<file path="src/hw/rtl/frx_pkg.sv">
// Shared types and constants for the XOR-checked frame receiver.
package frx_pkg;

  localparam int HEADER_BYTES = 6;
  localparam int ADDR_BYTES   = 4;
  localparam int WIN_IDX_W    = $clog2(HEADER_BYTES);
  localparam int COUNT_W      = 17;
  localparam int LEN_W        = 16;
  localparam int ADDR_W       = 32;
  localparam int BYTE_W       = 8;
  localparam int STATUS_W     = 3;

  localparam logic [LEN_W-1:0] MAX_LEN_RESET = 16'd4096;

  // Output tdata layout, lowest bit first.
  localparam int PBYTE_LSB  = 0;
  localparam int PINDEX_LSB = PBYTE_LSB + BYTE_W;
  localparam int ADDR_LSB   = PINDEX_LSB + LEN_W;
  localparam int LEN_LSB    = ADDR_LSB + ADDR_W;
  localparam int ACK_BIT    = LEN_LSB + LEN_W;
  localparam int OUT_DATA_W = ((ACK_BIT + 1 + 7) / 8) * 8;

  typedef enum logic [STATUS_W-1:0] {
    ST_HEADER  = 3'd0,
    ST_PAYLOAD = 3'd1,
    ST_GOOD    = 3'd2,
    ST_BADSUM  = 3'd3,
    ST_SHIFT   = 3'd4
  } status_t;

  typedef struct packed {
    status_t           status;
    logic [BYTE_W-1:0] payload_byte;
    logic [LEN_W-1:0]  payload_index;
    logic [ADDR_W-1:0] frame_addr;
    logic [LEN_W-1:0]  frame_len;
    logic              send_ack;
  } result_t;

endpackage

</file>
<file path="src/hw/rtl/frx_core.sv">
// Frame parser state and the per-word update: header window, counters, checksum.
module frx_core
  import frx_pkg::*;
(
  input  logic              clk,
  input  logic              rst,
  input  logic              cfg_we,
  input  logic [LEN_W-1:0]  cfg_wdata,
  input  logic              step,
  input  logic [BYTE_W-1:0] rx_byte,
  output result_t           res
);

  logic [BYTE_W-1:0]  win      [HEADER_BYTES];
  logic [BYTE_W-1:0]  win_new  [HEADER_BYTES];
  logic [BYTE_W-1:0]  win_next [HEADER_BYTES];
  logic [COUNT_W-1:0] byte_count;
  logic [COUNT_W-1:0] byte_count_next;
  logic [LEN_W-1:0]   latched_len;
  logic [ADDR_W-1:0]  latched_addr;
  logic [BYTE_W-1:0]  payload_xor;
  logic [BYTE_W-1:0]  payload_xor_next;
  logic [LEN_W-1:0]   max_len;

  logic               hdr_phase;
  logic               pay_phase;
  logic               hdr_full;
  logic               reject;
  logic [ADDR_W-1:0]  dec_addr;
  logic [LEN_W-1:0]   dec_len;
  logic [BYTE_W-1:0]  win_xor;
  logic [COUNT_W-1:0] frame_end;
  logic [COUNT_W-1:0] pay_offset;

  assign hdr_phase  = byte_count < COUNT_W'(HEADER_BYTES);
  assign frame_end  = COUNT_W'(HEADER_BYTES) + {1'b0, latched_len};
  assign pay_phase  = !hdr_phase && (byte_count < frame_end);
  assign hdr_full   = hdr_phase && (byte_count == COUNT_W'(HEADER_BYTES - 1));
  assign pay_offset = byte_count - COUNT_W'(HEADER_BYTES);

  // Window with the incoming byte placed at the current fill position.
  always_comb begin
    for (int i = 0; i < HEADER_BYTES; i++) begin
      win_new[i] = (byte_count[WIN_IDX_W-1:0] == WIN_IDX_W'(i)) ? rx_byte : win[i];
    end
  end

  always_comb begin
    dec_addr = '0;
    for (int i = 0; i < ADDR_BYTES; i++) begin
      dec_addr = {dec_addr[ADDR_W-BYTE_W-1:0], win_new[i]};
    end
    dec_len = {win_new[ADDR_BYTES], win_new[ADDR_BYTES+1]};
    win_xor = '0;
    for (int i = 0; i < HEADER_BYTES; i++) begin
      win_xor = win_xor ^ win_new[i];
    end
  end

  assign reject = (dec_len == '0) || (dec_len > max_len);

  always_comb begin
    win_next         = win;
    byte_count_next  = byte_count;
    payload_xor_next = payload_xor;
    res.status        = ST_HEADER;
    res.payload_byte  = '0;
    res.payload_index = '0;
    res.frame_addr    = latched_addr;
    res.frame_len     = latched_len;
    res.send_ack      = 1'b0;
    if (hdr_phase) begin
      win_next        = win_new;
      byte_count_next = byte_count + COUNT_W'(1);
      if (hdr_full) begin
        res.frame_addr = dec_addr;
        res.frame_len  = dec_len;
        if (reject) begin
          // Drop the oldest byte and keep looking for a header.
          for (int i = 0; i < HEADER_BYTES - 1; i++) begin
            win_next[i] = win_new[i+1];
          end
          win_next[HEADER_BYTES-1] = '0;
          byte_count_next          = COUNT_W'(HEADER_BYTES - 1);
          res.status               = ST_SHIFT;
        end else begin
          payload_xor_next = win_xor;
        end
      end
    end else if (pay_phase) begin
      res.status        = ST_PAYLOAD;
      res.payload_byte  = rx_byte;
      res.payload_index = pay_offset[LEN_W-1:0];
      payload_xor_next  = payload_xor ^ rx_byte;
      byte_count_next   = byte_count + COUNT_W'(1);
    end else begin
      if (payload_xor == rx_byte) begin
        res.status   = ST_GOOD;
        res.send_ack = 1'b1;
      end else begin
        res.status = ST_BADSUM;
      end
      byte_count_next  = '0;
      payload_xor_next = '0;
    end
  end

  always_ff @(posedge clk) begin
    if (rst) begin
      for (int i = 0; i < HEADER_BYTES; i++) begin
        win[i] <= '0;
      end
      byte_count   <= '0;
      latched_len  <= '0;
      latched_addr <= '0;
      payload_xor  <= '0;
      max_len      <= MAX_LEN_RESET;
    end else begin
      if (cfg_we) begin
        max_len <= cfg_wdata;
      end
      if (step) begin
        win         <= win_next;
        byte_count  <= byte_count_next;
        payload_xor <= payload_xor_next;
        if (hdr_full) begin
          latched_addr <= dec_addr;
          latched_len  <= dec_len;
        end
      end
    end
  end

endmodule

</file>
<file path="src/hw/rtl/xor_frame_receiver_resync.sv">
// Top level of the length-prefixed frame receiver with XOR checksum and header resync.
//
// The block takes one received serial byte per word on the slave stream and returns exactly
// one result word per byte on the master stream. A frame is a 4-byte big-endian address, a
// 2-byte big-endian payload length, that many payload bytes and a checksum byte equal to the
// XOR of all earlier frame bytes. While the header is collected each byte reports "header";
// once six header bytes are in, a length of zero or above max_payload_len (cfg_wdata, reset
// 4096) makes the receiver drop the oldest byte and slide on by one ("resync shift"). Payload
// bytes come out with their offset in the payload, and the checksum byte ends the frame with
// "frame good" plus send_ack (the caller then transmits the acknowledge byte 0x06) or with
// "checksum error". The decoded address and length of the last full header window are shown
// on every word. Throughput is one byte per clock cycle, sustained under any pattern of
// stalls that does not hold back the master side; an accepted byte is held in the input
// register, and the single parsing step then loads its result into the result register,
// which a stall on the master side can delay. The configuration register must only be
// written while no word is in flight.
module xor_frame_receiver_resync
  import frx_pkg::*;
(
  input  logic                  clk,
  input  logic                  rst,
  // Configuration: max_payload_len.
  input  logic                  cfg_we,
  input  logic [LEN_W-1:0]      cfg_wdata,
  // Slave stream. tdata: rx_byte [7:0].
  input  logic                  s_axis_tvalid,
  output logic                  s_axis_tready,
  input  logic [BYTE_W-1:0]     s_axis_tdata,
  // Master stream. tdata from bit 0 up: payload_byte [7:0], payload_index [23:8],
  // frame_addr [55:24], frame_len [71:56], send_ack [72], zero fill [79:73].
  output logic                  m_axis_tvalid,
  input  logic                  m_axis_tready,
  output logic [OUT_DATA_W-1:0] m_axis_tdata,
  // tuser: status [2:0].
  output logic [STATUS_W-1:0]   m_axis_tuser
);

  logic              in_valid;
  logic [BYTE_W-1:0] in_byte;
  logic              out_valid;
  result_t           out_res;
  result_t           core_res;
  logic              advance;

  // The parser advances when a byte is held and the result register is free or draining.
  assign advance       = in_valid && (!out_valid || m_axis_tready);
  assign s_axis_tready = !in_valid || advance;

  always_ff @(posedge clk) begin
    if (rst) begin
      in_valid <= 1'b0;
    end else if (s_axis_tvalid && s_axis_tready) begin
      in_valid <= 1'b1;
    end else if (advance) begin
      in_valid <= 1'b0;
    end
  end

  always_ff @(posedge clk) begin
    if (s_axis_tvalid && s_axis_tready) begin
      in_byte <= s_axis_tdata;
    end
  end

  frx_core u_core (
    .clk       (clk),
    .rst       (rst),
    .cfg_we    (cfg_we),
    .cfg_wdata (cfg_wdata),
    .step      (advance),
    .rx_byte   (in_byte),
    .res       (core_res)
  );

  always_ff @(posedge clk) begin
    if (rst) begin
      out_valid <= 1'b0;
    end else if (advance) begin
      out_valid <= 1'b1;
    end else if (m_axis_tready) begin
      out_valid <= 1'b0;
    end
  end

  always_ff @(posedge clk) begin
    if (advance) begin
      out_res <= core_res;
    end
  end

  assign m_axis_tvalid = out_valid;
  assign m_axis_tuser  = out_res.status;
  assign m_axis_tdata  = {
    (OUT_DATA_W - ACK_BIT - 1)'(0),
    out_res.send_ack,
    out_res.frame_len,
    out_res.frame_addr,
    out_res.payload_index,
    out_res.payload_byte
  };

endmodule

</file>
<file path="config.mk">
export PLATFORM = sky130hd
export DESIGN_NAME = xor_frame_receiver_resync
export DESIGN_NICKNAME = d
export VERILOG_FILES = /design/src/hw/rtl/frx_pkg.sv /design/src/hw/rtl/frx_core.sv /design/src/hw/rtl/xor_frame_receiver_resync.sv
export SDC_FILE = /design/constraint.sdc
export NUM_CORES = 1
export LEC_CHECK = 0
export ABC_AREA = 1
export BUFFER_PORTS_ARGS = -buffer_cell sky130_fd_sc_hd__buf_2
export CORE_ASPECT_RATIO = 1.25
export CORE_MARGIN = 1.5
export CORE_UTILIZATION = 60
export DETAILED_ROUTE_END_ITERATION = 10
export GPL_ROUTABILITY_DRIVEN = 0
export GPL_TIMING_DRIVEN = 0
export HOLD_SLACK_MARGIN = 0.08
export PLACE_DENSITY = 0.88
export SETUP_SLACK_MARGIN = 0.3
export SLEW_MARGIN = 20
export SYNTH_ARGS = -nofsm -noshare
export SYNTH_HDL_FRONTEND = slang
export SYNTH_SLANG_ARGS = --single-unit
</file>
<file path="constraint.sdc">
create_clock -name clk -period 4.5 [get_ports clk]
set_input_delay 0.9 -clock clk [delete_from_list [all_inputs] [get_ports clk]]
set_output_delay 0.9 -clock clk [all_outputs]
set_load 0.03 [all_outputs]
</file>
Word level (Yosys, flattened, before mapping)
Cells that the tools add are included.
{ "word_totals": {"out_inout_bits": 85, "reg_bits": 223, "word_cells": 89, "in_bits": 29} }
{ "classes": {"order_cmp": 3, "n_reduce_logical": 19, "eq_ne": 9, "n_addsub": 3, "mux": 28, "bitwise": 7} }
{ "op_table": {"columns": ["cell", "count"], "rows": [
  ["48-bit two-way mux", 4],
  ["8-bit two-way mux", 10],
  ["17-bit two-way mux", 4],
  ["8-bit XOR", 6],
  ["17-bit by 1-bit adder with 17-bit output, second input constant", 1],
  ["3-bit by 16-bit adder with 17-bit output, first input constant", 1],
  ["17-bit by 3-bit equality test with 1-bit output, second input constant", 1],
  ["17-bit less-than comparator", 1],
  ["17-bit by 3-bit less-than comparator with 1-bit output, second input constant", 1],
  ["16-bit > comparator", 1],
  ["16-bit zero test", 1],
  ["16-bit by 3-bit subtractor with 16-bit output, second input constant", 1],
  ["3-bit two-way mux", 3],
  ["8-bit equality test", 1],
  ["3-bit by 2-bit equality test with 1-bit output, second input constant", 2],
  ["3-bit equality test, second input constant", 2],
  ["1-bit two-way mux", 6],
  ["1-bit logical AND", 4],
  ["2-bit != test, second input constant", 2],
  ["2-bit AND reduction", 2],
  ["2-bit nonzero test", 2],
  ["2-bit OR reduction", 2],
  ["3-bit by 1-bit equality test with 1-bit output, second input constant", 1],
  ["1-bit zero test", 3],
  ["5 further kinds", 7]
]} }

Longest topological paths before layout
Gate-level depths: netlist (run 1).
{ "depth": {"word_depth": 10, "ltp_mapped": 24, "mapped_depth_nobuf": 22} }

Cells and area by module
Synthesis (run 1) repeated with hierarchy kept, for this count alone.
{ "unflattened": {"cells_unflattened": 1512, "area_unflattened_um2": 11702.5} }
{ "by_module_without_submodules": {"columns": ["mod", "n_inst", "seq_area_each_um2", "cells_per_inst", "area_each_um2"], "rows": [
  ["frx_core", 1, 2742.6, 1408, 9032.4],
  ["xor_frame_receiver_resync", 1, 2562.5, 104, 2670.1]
]} }

Worst setup path before layout (run 1)
OpenSTA, ideal clock, no wires.
{ "synth_path": {"kind": "flip-flop to flip-flop", "from": "register u_core.latched_len[1]", "to": "register out_res (netlist bit m_axis_tdata[15]), data pin", "t_arrival_ns": 3.108, "setup_slack_ns": 1.246, "path_buffers": 1, "path_stages_with_launch": 21, "path_cell_list": "dfxtp_1 inv_1 ha_1 nor2_1 nand4_1 nor2_1 nand2_1 nor3b_1 nand4_1 nor2_1 xnor2_1 ha_1 nand2_1 a21oi_1 or2_2 a21oi_1 nand3_1 nor2_4 inv_2 buf_4 a21oi_1"} }
{ "synth_between": {"elab_chain_cells": 5} }
{ "synth_lines": {"columns": ["item", "line", "text"], "rows": [
  ["start, declared", "frx_core.sv:19", "logic [LEN_W-1:0] latched_len;"],
  ["start signal, assigned", "frx_core.sv:128", "latched_len <= dec_len;"],
  ["3-bit by 16-bit adder with 17-bit output", "frx_core.sv:36", "assign frame_end = COUNT_W'(HEADER_BYTES) + {1'b0, latched_len};"],
  ["17-bit less-than comparator", "frx_core.sv:37", "assign pay_phase = !hdr_phase && (byte_count < frame_end);"],
  ["1-bit logical AND", "frx_core.sv:37", null],
  ["1-bit inverter (no line)", null, null],
  ["2-bit OR reduction (no line)", null, null],
  ["end signal, assigned", "xor_frame_receiver_resync.sv:87", "out_res <= core_res;"],
  ["end, declared", "xor_frame_receiver_resync.sv:41", "result_t out_res;"]
]} }
Every way passes these cells.
A chain may end at the register's enable or synchronous reset.

Worst setup path in the final report (run 1)
{ "layout_path": {"from": "register u_core.byte_count[0]", "to": "register u_core.byte_count[1]"} }
{ "layout_between": {"elab_chain_cells": 7} }
{ "layout_lines": {"columns": ["item", "line", "text"], "rows": [
  ["start, declared", "frx_core.sv:17", "logic [COUNT_W-1:0] byte_count;"],
  ["start signal, assigned", "frx_core.sv:124", "byte_count <= byte_count_next;"],
  ["3-bit equality test *", "frx_core.sv:44", "win_new[i] = (byte_count[WIN_IDX_W-1:0] == WIN_IDX_W'(i)) ? rx_byte : win[i];"],
  ["8-bit two-way mux *", "frx_core.sv:44", null],
  ["named net u_core.dec_len[13]", "frx_core.sv:30", "logic [LEN_W-1:0] dec_len;"],
  ["16-bit > comparator or 16-bit zero test (tied branches)", "frx_core.sv:60", "assign reject = (dec_len == '0) || (dec_len > max_len);"],
  ["1-bit logical OR *", "frx_core.sv:60", null],
  ["17-bit two-way mux *", "frx_core.sv:78", "if (reject) begin"],
  ["17-bit two-way mux *", "frx_core.sv:75", "if (hdr_full) begin"],
  ["17-bit two-way mux *", "frx_core.sv:72", "if (hdr_phase) begin"]
]} }
The timed path passes the listed nets; every way through them passes the cells marked *.

==> results of run 1 <==
-- final cells by class --
class                      count  share of cell area (%)
timing repair buffer         106                   4.114
buffer                        82                   3.322
inverter                     203                   5.686
tap                          265                   2.466
clock inverter                 8                   1.005
clock buffer                  32                   4.598
sequential                   223                   39.46
multi-input combinational   1029                   39.35
-- registers in the layout, indices dropped and copies added, names as in the netlist --
signal,cells
m_axis_tuser,3
in_byte,8
u_core.byte_count,17
u_core.max_len,16
u_core.latched_len,16
u_core.latched_addr,32
m_axis_tdata,73
in_valid,1
u_core.win,48
u_core.payload_xor,8
m_axis_tvalid,1
-- cell usage in the layout, fill, tap and decap left out, drive strengths merged --
cell type	instances
dfxtp	139
nand2b	1
clkinv	3
edfxtp	84
conb	7
nor3b	2
a31o	1
ha	39
a21oi	92
nor4	3
clkbuf	58
inv	204
bufinv	3
o21a	6
xnor2	8
or2	3
buf	162
a21o	3
nand2	364
nor3	9
nand4	16
a31oi	33
nand3	95
o21ai	206
nand3b	3
xor2	29
nor2	101
a211oi	8
clkinvlp	1
-- routing by layer --
layer  part of all wire [%]  vias to the layer above  track usage [%]
met1                     35                     5072            38.80
li1                       -                     5293                -
met5                      0                        -                0
met2                     46                      727            53.52
met3                     11                      208            7.224
met4                    7.9                        0            21.04
-- logic make-up (layout without fill, tap and decap cells) --
kind of cell    count (synthesis)  count (layout)  synth area share [%]
simple gates                  597             597                 22.10
buf+inv                       285             431                 10.27
other cells                     1               7               0.03186
xor+xnor                       37              37                 2.754
flops                         223             223                 45.08
compound gates                349             349                 15.62
fa+ha+maj                      39              39                 4.146
-- power by group --
group | internal (mW) | switching (mW) | leakage, nW
combinational | 0.195 | 0.494 | 3.83
clock | 1.13 | 0.803 | 0.364
sequential | 2.16 | 0.0388 | 1.95
total | 3.49 | 1.34 | 6.14
-- critical path: cells and delay by family, from the launching register on --
| kind | cells | cell delay [ns] |
|---|---|---|
| compound gates | 5 | 1.33 |
| simple gates | 6 | 0.70 |
| fa+ha+maj | 2 | 0.69 |
| buf+inv | 3 | 0.73 |
| flops | 1 | 0.35 |
-- worst max path at each step --
stage                                     start                     to  slack (ns)  cells past startpoint
after floorplan           u_core.latched_len[1]       m_axis_tdata[15]        1.25                     20
after global routing      u_core.latched_len[1]       m_axis_tdata[14]        0.41                     20
after detailed placement  u_core.latched_len[1]  u_core.byte_count[13]        0.48                     22
after CTS                 u_core.latched_len[1]   u_core.byte_count[9]        0.45                     22
after global placement    u_core.latched_len[1]  u_core.byte_count[15]        0.52                     22
final                      u_core.byte_count[0]   u_core.byte_count[1]        0.62                     16
-- through the flow --
stage,hold slack (ns),instance area [um2]
after floorplan,0.4245,11790
after global placement,0.4334,12650
after detailed placement,0.4377,12680
after CTS,0.4472,13430
after global routing,0.4679,13440
final,0.4482,13440
-- timing repair --
item / CTS / global route
buffers inserted: 0 / 0
endpoints found under the setup margin: 0 / 34
gates resized for setup: 0 / 3
hold buffers: 0 / 0
==> impl_metrics.py, run 1 <==
metrics = {
    "synth": {
        "yosysMostFrequentCell": "nand2_1",
        "syn-instance-count": 1531,
        "synth_top_cell_by_area": "dfxtp_1",
        "synth_ff_type": "dfxtp_1",
        "synthTopCellsByArea": "dfxtp_1, edfxtp_1, nand2_1",
        "seq_area_frac_synth_pct": 45.08,
        "netlist_area_mm2": 0.01177,
        "synth-seq-cells": 223,
        "synth_common_cells": "nand2_1, inv_1, o21ai_0",
        "synth_edf_count": 84,
        "async_flop_share_pct": 0,
        "synth_warnings": 0,
        "ys_types": 40,
        "avgSynthCellArea_um2": 7.687,
        "netlist.area_leader.share_pct": 23.64,
    },
    "routing": {
        "wl_per_cell_um": 17.17,
        "drt_iter0_drc": 1292,
        "drcViolationCount": 0,
        "dr.pass1.iters": 7,
        "viasPerCell": 5.801,
        "ant_nets": 0,
        "drt_wl_total_um": 33450,
        "vias": 11300,
    },
    "critical_path": {
        "cp.required_ns": 4.96,
        "crit_arrival_ns": 4.35,
        "r2r_setup_slack_ns": 0.62,
        "max_stage_delay_ns": 0.83,
        "cp-end-kind": "register",
        "path_class": "register to register",
        "worst_r2r_path_depth": 16,
        "crit_chain": "inv_1, ha_1, nand2_4, buf_6, o21ai_0, ha_1, a21oi_1, o21ai_0, a21oi_1, nand2_1, nand2_1, nand2_2, nand2_2, buf_2, nand4_1, a21oi_1",
        "crit_top_cell": "a21oi_1",
        "worstReg2RegEnd": "u_core.byte_count[1]",
        "crit_path_start_kind": "register",
        "cp_max_fo": 10,
        "critPathSlowestCell": "o21ai_0",
        "timing.rr.start": "u_core.byte_count[0]",
    },
    "global_routing": {
        "grt_pass1_vias": 10550,
        "grt.total_usage_pct": 32.78,
        "grt_start_max_net_pins": 69,
        "overflow": 0,
        "antenna_found_initial": 0,
        "grt_pass1_wl_um": 52900,
    },
    "clock_tree": {
        "cts-root-buf": "clkbuf_16",
        "clockBufferDepth": 3,
        "cts_max_level": 1,
        "numCtsBuffers": 22,
        "clk_pin_slew_worst_paths_ns": 0.07,
        "cts_tree": "yes",
        "clk_latency_ns": 0.54,
        "clock_sinks": 223,
    },
    "placed_design": {
        "place_ws_ns": 0.4751,
        "port_buffers": 105,
        "dp_cells": 1908,
        "hpwl_um": 24350,
    },
    "hold_path": {
        "min_path_cells": 2,
        "min-delay-start": "u_core.latched_addr[3]",
        "hold-path-endpoint": "u_core.latched_addr[3]",
        "hold_path.class": "register to register",
    },
    "final_layout": {
        "final_cells": 1948,
        "multi_input_area_mm2": 0.005290,
        "seq_area_mm2": 0.005305,
        "num_antenna_cells": 0,
        "syn_to_final_growth_pct": 14.24,
        "final_core_util_pct": 69.56,
        "nNetsFinal": 1735,
        "drive_gt1_share_pct": 14.26,
        "fill_cells": 1502,
    },
    "sta": {
        "finalSetupViolCount": 0,
        "fin_crit_ns": 3.883,
        "skew_ns": 0.02362,
        "tightest_slew_ns": 1.251,
        "hold_viol_final": 0,
        "layout_setup_ws_ns": 0.6170,
        "fin_crit_sh_pct": 86.29,
        "slew_headroom_pct": 15.75,
        "fmax_ghz": 0.2575,
        "final_max_slew_viol_count": 0,
        "rsz0062_at_grt": "no",
        "setup_tns_ns": 0,
    },
    "power_and_ir_drop": {
        "p_total_mw": 4.829,
        "power_leakage_nw": 6.137,
        "ir_drop_mv": 0.3294,
        "power.density_mw_per_mm2": 359.2,
    },
    "floorplan": {
        "pin_count": 114,
        "fp-row-count": 57,
        "die_x_um": 128.3,
        "core_mm2": 0.01933,
        "initial_core_util_pct": 60.89,
        "die_height_um": 159.6,
        "dieArea_mm2": 0.02047,
    },
    "run_status": {
        "status": "complete, no violations",
    },
    "job": {
        "maxCapViolations": 0,
    },
}
No activity file was read; power rests on OpenSTA's default activity.
==> run 2, diff against run 1 <==
--- a/config.mk
+++ b/config.mk
@@ -15,6 +15,7 @@
 export GPL_TIMING_DRIVEN = 0
 export HOLD_SLACK_MARGIN = 0.08
 export PLACE_DENSITY = 0.88
+export REMOVE_ABC_BUFFERS = 1
 export SETUP_SLACK_MARGIN = 0.3
 export SLEW_MARGIN = 20
 export SYNTH_ARGS = -nofsm -noshare
==> impl_metrics.py, run 2 (synthesized netlist as in run 1, its figures left out) <==
metrics = {
    "hold_path": {
        "min_path_cells": 2,
        "hold_path.class": "register to register",
        "hold-path-endpoint": "u_core.latched_addr[25]",
        "min-delay-start": "u_core.latched_addr[25]",
    },
    "clock_tree": {
        "numCtsBuffers": 22,
        "clockBufferDepth": 3,
        "clk_pin_slew_worst_paths_ns": 0.06,
        "cts-root-buf": "clkbuf_16",
        "cts_tree": "yes",
        "cts_max_level": 1,
        "ctsHoldBuffers": 0,
        "clock_sinks": 223,
        "clk_latency_ns": 0.52,
    },
    "final_layout": {
        "nNetsFinal": 1660,
        "num_antenna_cells": 0,
        "final_common_cell": "nand2_1",
        "largest_register_ffs": 73,
        "drive_gt1_share_pct": 12.13,
        "final_core_util_pct": 68.18,
        "finalInstanceArea_mm2": 0.01318,
        "mostFrequentLayoutCells": "nand2_1, inv_1, o21ai_0",
        "syn_to_final_growth_pct": 11.96,
        "final_cells": 1873,
    },
    "routing": {
        "vias": 10580,
        "top_layer": "met4",
        "met2_length_um": 14110,
        "viasPerCell": 5.648,
        "met3WireLength_um": 2075,
        "dr.pass1.iters": 6,
        "ant_nets": 0,
        "drt_iter0_drc": 1007,
        "drcViolationCount": 0,
        "drt_wl_total_um": 28980,
        "wl_met1_um": 11120,
        "wl_per_cell_um": 15.47,
    },
    "critical_path": {
        "cp.required_ns": 4.95,
        "cp_max_fo": 53,
        "worst_r2r_path_depth": 16,
        "timing.rr.start": "u_core.byte_count[0]",
        "crit_arrival_ns": 4.49,
        "worstReg2RegEnd": "u_core.byte_count[10]",
        "crit_path_start_kind": "register",
        "cp-end-kind": "register",
        "r2r_setup_slack_ns": 0.46,
        "path_class": "register to register",
    },
    "sta": {
        "skew_ns": 0.01138,
        "fmax_ghz": 0.2476,
        "slew_headroom_pct": 38.77,
        "tightest_slew_ns": 0.9089,
        "final_max_slew_viol_count": 0,
        "rsz0062_at_grt": "no",
        "hold_viol_final": 0,
        "whs_ns": 0.4480,
        "finalSetupViolCount": 0,
        "fin_crit_ns": 4.039,
        "fin_crit_sh_pct": 89.76,
    },
    "power_and_ir_drop": {
        "p_total_mw": 4.818,
        "power.density_mw_per_mm2": 365.6,
        "ir_drop_mv": 0.3623,
        "power_leakage_nw": 5.936,
    },
    "global_routing": {
        "grt_start_max_net_pins": 97,
        "grt_pass1_vias": 10110,
        "grt_pass1_wl_um": 47200,
        "grt.total_usage_pct": 28.41,
        "overflow": 0,
        "antenna_found_initial": 0,
    },
    "floorplan": {
        "initial_core_util_pct": 60.89,
        "dieArea_mm2": 0.02047,
        "die_x_um": 128.3,
        "core_mm2": 0.01933,
        "die_height_um": 159.6,
        "pin_count": 114,
        "fp-row-count": 57,
    },
    "placed_design": {
        "hpwl_um": 19090,
        "dp_cells": 1830,
        "placed_cell_area_mm2": 0.01231,
        "port_buffers": 106,
    },
    "job": {
        "maxCapViolations": 0,
    },
    "run_status": {
        "status": "complete, no violations",
    },
}
run 2: cell types whose count changed in the layout (fill, tap and decap cells not counted), moves of 3 or more:
| cell | previous run | this run |
|---|---|---|
| buf_6 | 5 | 0 |
| o21ai_0 | 184 | 181 |
| nand2_2 | 6 | 2 |
| buf_2 | 141 | 106 |
| buf_4 | 15 | 2 |
| buf_12 | 0 | 3 |
| clkbuf_1 | 33 | 5 |
run 2: cell type report:
cell class	instances	area, um2
clock buffers	32	660.6
fillers	1510	6151
clock inverters	8	118.9
repair buffers	113	660.6
well taps	265	331.6
multi-input cells	1029	5330
inverters	203	769.5
flip-flops and latches	223	5305
run 2: where the power goes:
group / internal [mW] / switching [mW]
combinational: 0.184 / 0.457
sequential: 2.16 / 0.0346
clock: 1.20 / 0.785
run 2: critical path, stage by stage (launching register included):
cell and delay (ns):
dfxtp_1 0.35, inv_1 0.24, ha_1 0.26, nand2_4 0.18, o21ai_0 0.78, ha_1 0.39, a21oi_1 0.13, o21ai_0 0.08
a21oi_1 0.12, nand2_1 0.08, nand2_1 0.19, nand2_8 0.25, nand2_8 0.38, nand2_1 0.09, nand2_1 0.11, nand2_4 0.16
nor2_2 0.13
run 2: worst max-delay path by stage:
stage                           from                    end  slack [ns]  cells after the start
2_1_floorplan   u_core.byte_count[1]   u_core.byte_count[3]        0.88                     21
3_3_place_gp    u_core.byte_count[1]   u_core.byte_count[4]       -0.60                     21
3_5_place_dp    u_core.byte_count[1]   u_core.byte_count[4]       -0.55                     21
4_1_cts         u_core.byte_count[0]   u_core.byte_count[4]        0.30                     17
5_1_grt        u_core.latched_len[1]   u_core.byte_count[7]        0.32                     21
6_report        u_core.byte_count[0]  u_core.byte_count[10]        0.46                     16
run 2: per-stage QoR:
stage | worst slack, ns | setup TNS [ns]
6_report | 0.4610 | 0
5_1_grt | 0.3248 | 0
4_1_cts | 0.3026 | 0
3_5_place_dp | -0.5544 | -18.94
3_3_place_gp | -0.6004 | -16.78
2_1_floorplan | 0.8820 | 0
run 2: routing by layer:
layer  vias up  GRT usage (%)
met5         -              0
met4         0          16.39
met3       121          4.167
met2       457          48.66
met1      4853          33.73
li1       5147              -
run 2: repair_timing:
item | 4_1_cts | 5_1_grt
gates cloned | 0 | 0
hold endpoints to repair | 0 | 0
buffers inserted | 0 | 2
resized for setup | 5 | 9
endpoints found under the setup margin | 76 | 42
pin swaps | 0 | 1
